===== src/hdl/olkd_pkg.sv =====
package olkd_pkg;

	localparam int DATA_W    = 32;
	localparam int POS_W     = 8;
	localparam int CNT_OUT_W = 5;
	localparam int IN_W      = 48;
	localparam int OUT_W     = 40;

	typedef enum logic [1:0] {
		OP_INS_FRONT = 2'd0,
		OP_INS_REAR  = 2'd1,
		OP_DELETE    = 2'd2,
		OP_READ      = 2'd3
	} op_t;

	typedef enum logic [2:0] {
		ST_OK        = 3'd0,
		ST_EMPTY     = 3'd1,
		ST_NOT_FOUND = 3'd2,
		ST_BAD_POS   = 3'd3,
		ST_FULL      = 3'd4
	} status_t;

	typedef struct packed {
		logic              ins_front;
		logic              ins_rear;
		logic              del;
		logic [DATA_W-1:0] value;
	} cell_ctl_t;

endpackage


===== src/hdl/ordered_list_with_key_delete.sv =====
// An accepted item's result is registered and shown on the master side in
// the next cycle. Throughput: one item per cycle while m_tready holds;
// all cells compare, shift and read in parallel, whatever the list length.
// Reset: arst_n clears the entry count and the output valid; the cell
// contents stay undefined until written and are never read before that.
module ordered_list_with_key_delete
	import olkd_pkg::*;
#(
	parameter int CAPACITY = 16
) (
	input  logic             clk,
	input  logic             arst_n,
	input  logic             s_tvalid,
	output logic             s_tready,
	// opcode[1:0], value[33:2], position[41:34], zero fill
	input  logic [IN_W-1:0]  s_tdata,
	output logic             m_tvalid,
	input  logic             m_tready,
	// status[2:0], read_value[34:3], entry_count[39:35]
	output logic [OUT_W-1:0] m_tdata
);

	localparam int CW = $clog2(CAPACITY + 1);
	localparam int XW = ((CW > POS_W) ? CW : POS_W) + 1;

	op_t               opcode;
	logic [DATA_W-1:0] value;
	logic [POS_W-1:0]  position;
	logic              fire;
	logic              full;
	logic              empty;
	logic [CW-1:0]     count_q;
	logic [CW-1:0]     count_d;
	status_t           status;
	cell_ctl_t         ctl;
	logic              valid_q;
	logic [OUT_W-1:0]  res_q;
	logic [XW-1:0]     pos_x;
	logic [XW-1:0]     count_x;

	logic [DATA_W-1:0] cell_data [CAPACITY];
	logic [CAPACITY:0] found;
	logic [DATA_W-1:0] rd [CAPACITY+1];
	logic [CAPACITY-1:0] occupied;
	logic [CAPACITY-1:0] tail;
	logic [CAPACITY-1:0] sel;

	assign opcode   = op_t'(s_tdata[1:0]);
	assign value    = s_tdata[33:2];
	assign position = s_tdata[41:34];

	assign s_tready = !valid_q || m_tready;
	assign fire     = s_tvalid && s_tready;
	assign full     = (count_q == CW'(CAPACITY));
	assign empty    = (count_q == '0);
	assign pos_x    = XW'(position);
	assign count_x  = XW'(count_q);

	assign ctl.ins_front = fire && (opcode == OP_INS_FRONT) && !full;
	assign ctl.ins_rear  = fire && (opcode == OP_INS_REAR) && !full;
	assign ctl.del       = fire && (opcode == OP_DELETE);
	assign ctl.value     = value;

	assign found[0] = 1'b0;
	assign rd[0]    = '0;

	for (genvar i = 0; i < CAPACITY; i++) begin : g_cell
		assign occupied[i] = (count_q > CW'(i));
		assign tail[i]     = (count_q == CW'(i));
		assign sel[i]      = occupied[i] && (opcode == OP_READ) && (pos_x == XW'(i + 1));

		olkd_cell u_cell (
			.clk       (clk),
			.ctl       (ctl),
			.occupied  (occupied[i]),
			.tail      (tail[i]),
			.sel       (sel[i]),
			.prev_data ((i == 0) ? value : cell_data[(i == 0) ? 0 : i - 1]),
			.next_data ((i == CAPACITY - 1) ? value
				: cell_data[(i == CAPACITY - 1) ? i : i + 1]),
			.found_in  (found[i]),
			.rd_in     (rd[i]),
			.data      (cell_data[i]),
			.found_out (found[i+1]),
			.rd_out    (rd[i+1])
		);
	end

	always_comb begin
		status  = ST_OK;
		count_d = count_q;
		case (opcode)
			OP_INS_FRONT, OP_INS_REAR: begin
				if (full) begin
					status = ST_FULL;
				end else begin
					count_d = count_q + CW'(1);
				end
			end
			OP_DELETE: begin
				if (empty) begin
					status = ST_EMPTY;
				end else if (found[CAPACITY]) begin
					count_d = count_q - CW'(1);
				end else begin
					status = ST_NOT_FOUND;
				end
			end
			OP_READ: begin
				if (empty) begin
					status = ST_EMPTY;
				end else if ((pos_x == '0) || (pos_x > count_x)) begin
					status = ST_BAD_POS;
				end
			end
			default: begin
				status = ST_OK;
			end
		endcase
	end

	always_ff @(posedge clk or negedge arst_n) begin
		if (!arst_n) begin
			count_q <= '0;
			valid_q <= 1'b0;
		end else begin
			if (fire) begin
				count_q <= count_d;
				valid_q <= 1'b1;
			end else if (m_tready) begin
				valid_q <= 1'b0;
			end
		end
	end

	always_ff @(posedge clk) begin
		if (fire) begin
			res_q <= {CNT_OUT_W'(count_d), rd[CAPACITY], status};
		end
	end

	assign m_tvalid = valid_q;
	assign m_tdata  = res_q;

endmodule


===== src/hdl/olkd_cell.sv =====
module olkd_cell
	import olkd_pkg::*;
(
	input  logic              clk,
	input  cell_ctl_t         ctl,
	input  logic              occupied,
	input  logic              tail,
	input  logic              sel,
	input  logic [DATA_W-1:0] prev_data,
	input  logic [DATA_W-1:0] next_data,
	input  logic              found_in,
	input  logic [DATA_W-1:0] rd_in,
	output logic [DATA_W-1:0] data,
	output logic              found_out,
	output logic [DATA_W-1:0] rd_out
);

	logic [DATA_W-1:0] data_q;

	assign data      = data_q;
	assign found_out = found_in | (occupied && (data_q == ctl.value));
	assign rd_out    = rd_in | (sel ? data_q : '0);

	always_ff @(posedge clk) begin
		if (ctl.ins_front) begin
			data_q <= prev_data;
		end else if (ctl.ins_rear && tail) begin
			data_q <= ctl.value;
		end else if (ctl.del && found_out) begin
			data_q <= next_data;
		end
	end

endmodule

===== config.mk =====
export PLATFORM = sky130hd
export DESIGN_NAME = ordered_list_with_key_delete
export DESIGN_NICKNAME = d
export VERILOG_FILES = /design/src/hdl/olkd_pkg.sv /design/src/hdl/ordered_list_with_key_delete.sv /design/src/hdl/olkd_cell.sv
export SDC_FILE = /design/constraint.sdc
export NUM_CORES = 2
export LEC_CHECK = 0
export BUFFER_PORTS_ARGS = -buffer_cell sky130_fd_sc_hd__buf_2
export CORE_UTILIZATION = 35
export DETAILED_ROUTE_END_ITERATION = 8
export GPL_ROUTABILITY_DRIVEN = 1
export SETUP_SLACK_MARGIN = 0.5
export SYNTH_ARGS = -nofsm -noshare
export SYNTH_HDL_FRONTEND = slang
export SYNTH_SLANG_ARGS = --single-unit

===== constraint.sdc =====
create_clock -name clk -period 5.7 [get_ports clk]
set_input_delay 0 -clock clk [delete_from_list [all_inputs] [get_ports clk]]
set_output_delay 0 -clock clk [all_outputs]
set_load 0.01 [all_outputs]

# After elaboration in Yosys (flattened, before gate mapping)
# Index checks and enable logic that the tools add are counted.
# totals
ff_bits	558
in_bits	52
# classes
add_sub_neg	2
order_cmp	17
eq_ne	51
muxes	76
bitwise_logic	30
reduce_logical	111
# op_table
cell	n
2-to-1 mux 32 bit	64
== test 32 bit	16
bitwise OR 32 bit	15
logical AND 1 bit	86
== test 8 x 4 -> 1 bit, second input constant	8
nonzero test 3 bit	16
== test 5 x 4 -> 1 bit, second input constant	8
greater-than comparator 5 x 4 -> 1 bit, second input constant	8
== test 8 x 3 -> 1 bit, second input constant	4
== test 5 x 3 -> 1 bit, second input constant	4
greater-than comparator 5 x 3 -> 1 bit, second input constant	4
== test 8 x 2 -> 1 bit, second input constant	2
2-to-1 mux 5 bit	3
bitwise OR 1 bit	15
== test 5 x 2 -> 1 bit, second input constant	2
greater-than comparator 5 x 1 -> 1 bit, second input constant	2
greater-than comparator 5 x 2 -> 1 bit, second input constant	2
case mux 5 bit (2 select lines)	1
logical NOT 9 bit	1
case mux 3 bit (3 select lines)	1
== test 8 x 1 -> 1 bit, second input constant	1
== test 8 x 5 -> 1 bit, second input constant	1
greater-than comparator 8 x 5 -> 1 bit	1
2-to-1 mux 2 bit	4
14 further kinds	18

# Longest topological paths before layout
# depth
ltp_word	21
depth_mapped	13
depth_no_buf	11

# Modules after synthesis
# From an unflattened synthesis, not the netlist that was laid out.
# hier_totals
hier_cells	3840
area_unflattened_um2	38712.1
# modules_own_cells
module	instances	cells_per_inst	area_each_um2	seq_area_each_um2
olkd_cell	16	226	2268.4	960.9
ordered_list_with_key_delete	1	224	2417.3	1351.3

# Worst setup path before layout
# No wires, ideal clock.
# synth_timing
path_kind	reg-to-reg
start	reg valid_q (netlist: m_tvalid)
end	reg g_cell[9].u_cell.data_q[0] (enable)
t_arrival_ns	5.356
setup_slack_ns	-0.126
stages_incl_launch_ff	11
path_buffers	3
synth_period_minus_slack_ns	5.826
cell_sequence	dfrtp_1 > nand2b_1 > nand2_1 > inv_1 > nand2_1 > nor2_1 > buf_2 > clkbuf_1 > buf_2 > nor2_1 > a21boi_0
# synth_via
elab_chain_len	7
word_cells_on_any_way	11
classes_between	reduce/logical (11)
# synth_lines
element	line_no	source
from (decl)	ordered_list_with_key_delete.sv:36	logic valid_q;
from (signal assigned)	ordered_list_with_key_delete.sv:125	valid_q <= 1'b0;
from (signal assigned)	ordered_list_with_key_delete.sv:129	valid_q <= 1'b1;
from (signal assigned)	ordered_list_with_key_delete.sv:131	valid_q <= 1'b0;
logical NOT 1 bit *	ordered_list_with_key_delete.sv:52	assign s_tready = !valid_q || m_tready;
logical OR 1 bit *	ordered_list_with_key_delete.sv:52	
net s_tready	ordered_list_with_key_delete.sv:14	output logic s_tready,
logical AND 1 bit *	ordered_list_with_key_delete.sv:53	assign fire = s_tvalid && s_tready;
net fire	ordered_list_with_key_delete.sv:29	logic fire;
logical AND 1 bit (2 in series)	ordered_list_with_key_delete.sv:60	assign ctl.ins_rear = fire && (opcode == OP_INS_REAR) && !full;
logical AND 1 bit	olkd_cell.sv:27	end else if (ctl.ins_rear && tail) begin
nonzero test 3 bit (no source line) *	-	
to (signal assigned)	olkd_cell.sv:26	data_q <= prev_data;
to (signal assigned)	olkd_cell.sv:28	data_q <= ctl.value;
to (signal assigned)	olkd_cell.sv:30	data_q <= next_data;
to (decl)	olkd_cell.sv:18	logic [DATA_W-1:0] data_q;
# Mark *: on every way through the listed nets, which the timed path passes. The rest lies on a longest branch.
# A chain may end at the register's enable or synchronous reset.

# Worst setup path after layout
# layout_timing
start	reg count_q[3]
end	reg g_cell[13].u_cell.data_q[2] (enable)
# layout_via
elab_chain_len	17
word_cells_on_any_way	49
classes_between	order compare (14); eq/ne (2); bitwise (13); reduce/logical (20)
# layout_lines
element	line_no	source
from (decl)	ordered_list_with_key_delete.sv:32	logic [CW-1:0] count_q;
from (signal assigned)	ordered_list_with_key_delete.sv:128	count_q <= count_d;
greater-than comparator 5 x 1 -> 1 bit	ordered_list_with_key_delete.sv:68	assign occupied[i] = (count_q > CW'(i));
logical AND 1 bit	olkd_cell.sv:21	assign found_out = found_in | (occupied && (data_q == ctl.value));
bitwise OR 1 bit (13 in series)	olkd_cell.sv:21	
logical AND 1 bit	olkd_cell.sv:29	end else if (ctl.del && found_out) begin
nonzero test 3 bit (no source line) *	-	
to (signal assigned)	olkd_cell.sv:26	
to (signal assigned)	olkd_cell.sv:28	
to (signal assigned)	olkd_cell.sv:30	
to (decl)	olkd_cell.sv:18	
# Mark *: on every way between the ends. The rest lies on a longest branch, timed or not.

==> results_dict.tcl <==
set metrics [dict create \
    status "finished with violations" \
    violations "DRC" \
    dp_hpwl_um 109000 \
    fp.dieW_um 326 \
    ys_ff_latch 558 \
    leakage_nw 14.6 \
    min_period_over_period_pct 82.9 \
    drt_iter0_markers 5661 \
    path_max_fanout 19 \
    critPathKind "register to register" \
    finalSetupViolCount 0 \
    overflow 0 \
    nNetsFinal 3565 \
    hold_slack_ns 0.0328 \
    core_area_um2 104000 \
    ys_top_cells_by_area "edfxtp_1, mux2i_1, xor2_1" \
    regArea_um2 16700 \
    cts_tree "done" \
    ant_nets 0 \
    synth-xor-area-share_pct 12.4 \
    worstSetupEndpointType "register" \
    h-tree-depth 3 \
    die-area_um2 106000 \
    fmax_mhz 212 \
    grt_pass1_wl_um 221000 \
    rrSetupSlack_ns 0.97 \
    drc 5 \
    cp-startpoint "count_q[3]" \
    min_to "g_cell[15].u_cell.data[17]" \
    globalplace.congestion 1.05 \
    start_util_pct 35.4 \
    rows 118 \
    p_per_area_nw_per_um2 273 \
    syn_area_per_cell_um2 10.2 \
    async_reset_ff_share_pct 1.08 \
    yosysUniqueCellTypes 58 \
    synth_common_cells "nand2_1, edfxtp_1, o21ai_0" \
    wl_per_cell_um 32.2 \
    finish.utilization_pct 39.1 \
    synth_edf_count 552 \
    min_period_ns 4.73 \
    synth-seq-area-share_pct 45.6 \
    synthesis.nets 3649 \
    ys.flop_type "edfxtp_1" \
    ir_worst_vdd_v 0.000196 \
    area_growth_pct 10.5 \
    synth_top_family_by_area "multiplexers" \
    synth_fa_ha_area_share_pct 0.375 \
    crit_path_start_kind "register" \
    globalRouteTotalUtil_pct 29.0 \
    routed_wl_um 159000 \
    final-hold-violation-count 0 \
    fill_cells 10300 \
    clk_pin_slew_ns 0.06 \
    chipHeight_um 326 \
    multiInputGateArea_um2 18600 \
    required_ns 6.04 \
    syn_area_um2 36700 \
    first_pass_iters 9 \
    maxSlewViolCount 0 \
    port_buffers 87 \
    post-cts-setup-buffers 0 \
    crit_arrival_ns 5.07 \
    relSlewSlack_pct 16.0 \
    clock-root-buffer "clkbuf_16" \
    preCtsSetupSlack_ns 1.16 \
    finalSetupTns_ns 0 \
    cts_buffer_depth 3 \
    worst_hold_path_type "input pin to register" \
    synth_most_common_cell "nand2_1" \
    drive_gt1_share_pct 10.2 \
    hold_buffers 8 \
    synth_mux_area_share_pct 13.3 \
    routed-via-count 31200 \
    first_global_vias 28200 \
    synth_top_area_share_pct 45.2 \
    r2r-start "count_q[3]" \
    cts-buffers-inserted 66 \
    ios 94 \
    timing.rr.end "g_cell[13].u_cell.data[2]" \
    syn_inst 3586 \
    synth_area_leader_cell "edfxtp_1" \
    ff2ff_path_depth 10 \
    min-delay-start "s_tdata[19]" \
    p_total_w 0.0110 \
    tightest_slew_ns 1.25 \
    yosysWarnings 0 \
    clock_skew_ns 0.0238 \
    grt_max_degree 244 \
    clock_sinks 558 \
    synthSimpleGateAreaFrac_pct 11.3 \
    fin_ws_ns 0.974 \
    rsz0062_at_grt "no" \
    min_path_cells 3 \
    vias_per_cell 6.32 \
    synth_compound_area_share_pct 12.7 \
    maxCapViolations 0 \
    insertion_delay_ns 0.62 \
    antenna_found_initial 10 \
    cts_resized 0 \
]
==> cells in the final DEF (no fill, tap or decap), drive strengths merged, types with 3 or more instances in the layout <==
master and n:
nand2 592, edfxtp 552, o21ai 469, mux2i 449
xor2 291, xnor2 226, buf 182, nand4 89
nor4 89, clkbuf 87, a22oi 82, a222oi 62
nand3 58, a221oi 56, nor2 40, mux2 33
a22o 26, clkinv 25, nor3 20, a21oi 12
ha 11, inv 11, dlygate4sd3 8, or3 7
nand2b 6, dfrtp 6, a211oi 6, a31oi 5
nor2b 5, or2 5, bufinv 5, and3 4
o211ai 4, a21o 4, or4 3, nor3b 3
==> sequential cells by signal, summed over array words and instances, names as in the netlist <==
name                cells
count_q                 5
g_cell.u_cell.data    512
m_tdata                40
m_tvalid                1
==> worst max-delay path by stage <==
stage,endpoint,depth (start not counted)
3_3_place_gp,g_cell[13].u_cell.data[2],10
2_1_floorplan,g_cell[9].u_cell.data[0],10
4_1_cts,g_cell[13].u_cell.data[2],10
3_5_place_dp,g_cell[13].u_cell.data[11],10
6_report,g_cell[13].u_cell.data[2],10
5_1_grt,g_cell[13].u_cell.data[1],10
==> per-layer routing <==
| layer | routed length, um | vias to the layer above | track usage [%] |
|---|---|---|---|
| met5 | 65 | - | 0 |
| met4 | 9810 | 10 | 14.6 |
| met3 | 22500 | 416 | 8.69 |
| met2 | 65600 | 2471 | 41.5 |
| met1 | 60800 | 15200 | 39.3 |
| li1 | - | 13100 | - |
==> power by group <==
group | internal [W] | switching [W]
sequential | 0.00475 | 0.000267
clock | 0.00250 | 0.00186
combinational | 0.000503 | 0.00117
==> per-stage QoR <==
step | cells | cell area [um2]
after floorplan | 3586 | 36700
after global placement | 4806 | 38300
after detailed placement | 4806 | 38300
after CTS | 4933 | 40500
after global routing | 4933 | 40500
final | 4934 | 40500
==> final cells by class <==
type,instances,area share [%]
Multi-Input combinational cell,2676,45.9
Timing Repair Buffer,190,3.25
Tap cell,1380,4.26
Inverter,10,0.0926
Clock inverter,32,0.685
Clock buffer,87,4.53
Antenna cell,1,0.00618
Sequential cell,558,41.3
==> worst max-delay path: stages (launching register included) <==
cell and delay (ns):
dfrtp_1 0.61, or2_2 0.47, nor2_1 0.51, nand2_1 0.40, nand4_1 0.27, o31a_1 0.25
nor4bb_4 0.28, nand2_1 0.16, o21ai_0 0.22, nand3_2 0.72, buf_4 0.54
==> logic make-up after synthesis <==
kind of cell,Yosys count
AO/OA/AOI/OAI,741
buffers and inverters,352
XOR/XNOR,517
flip-flops,558
multiplexers,482
adder cells (fa/ha/maj),11
AND/OR/NAND/NOR,925
No activity file was read; power rests on OpenSTA's default activity.
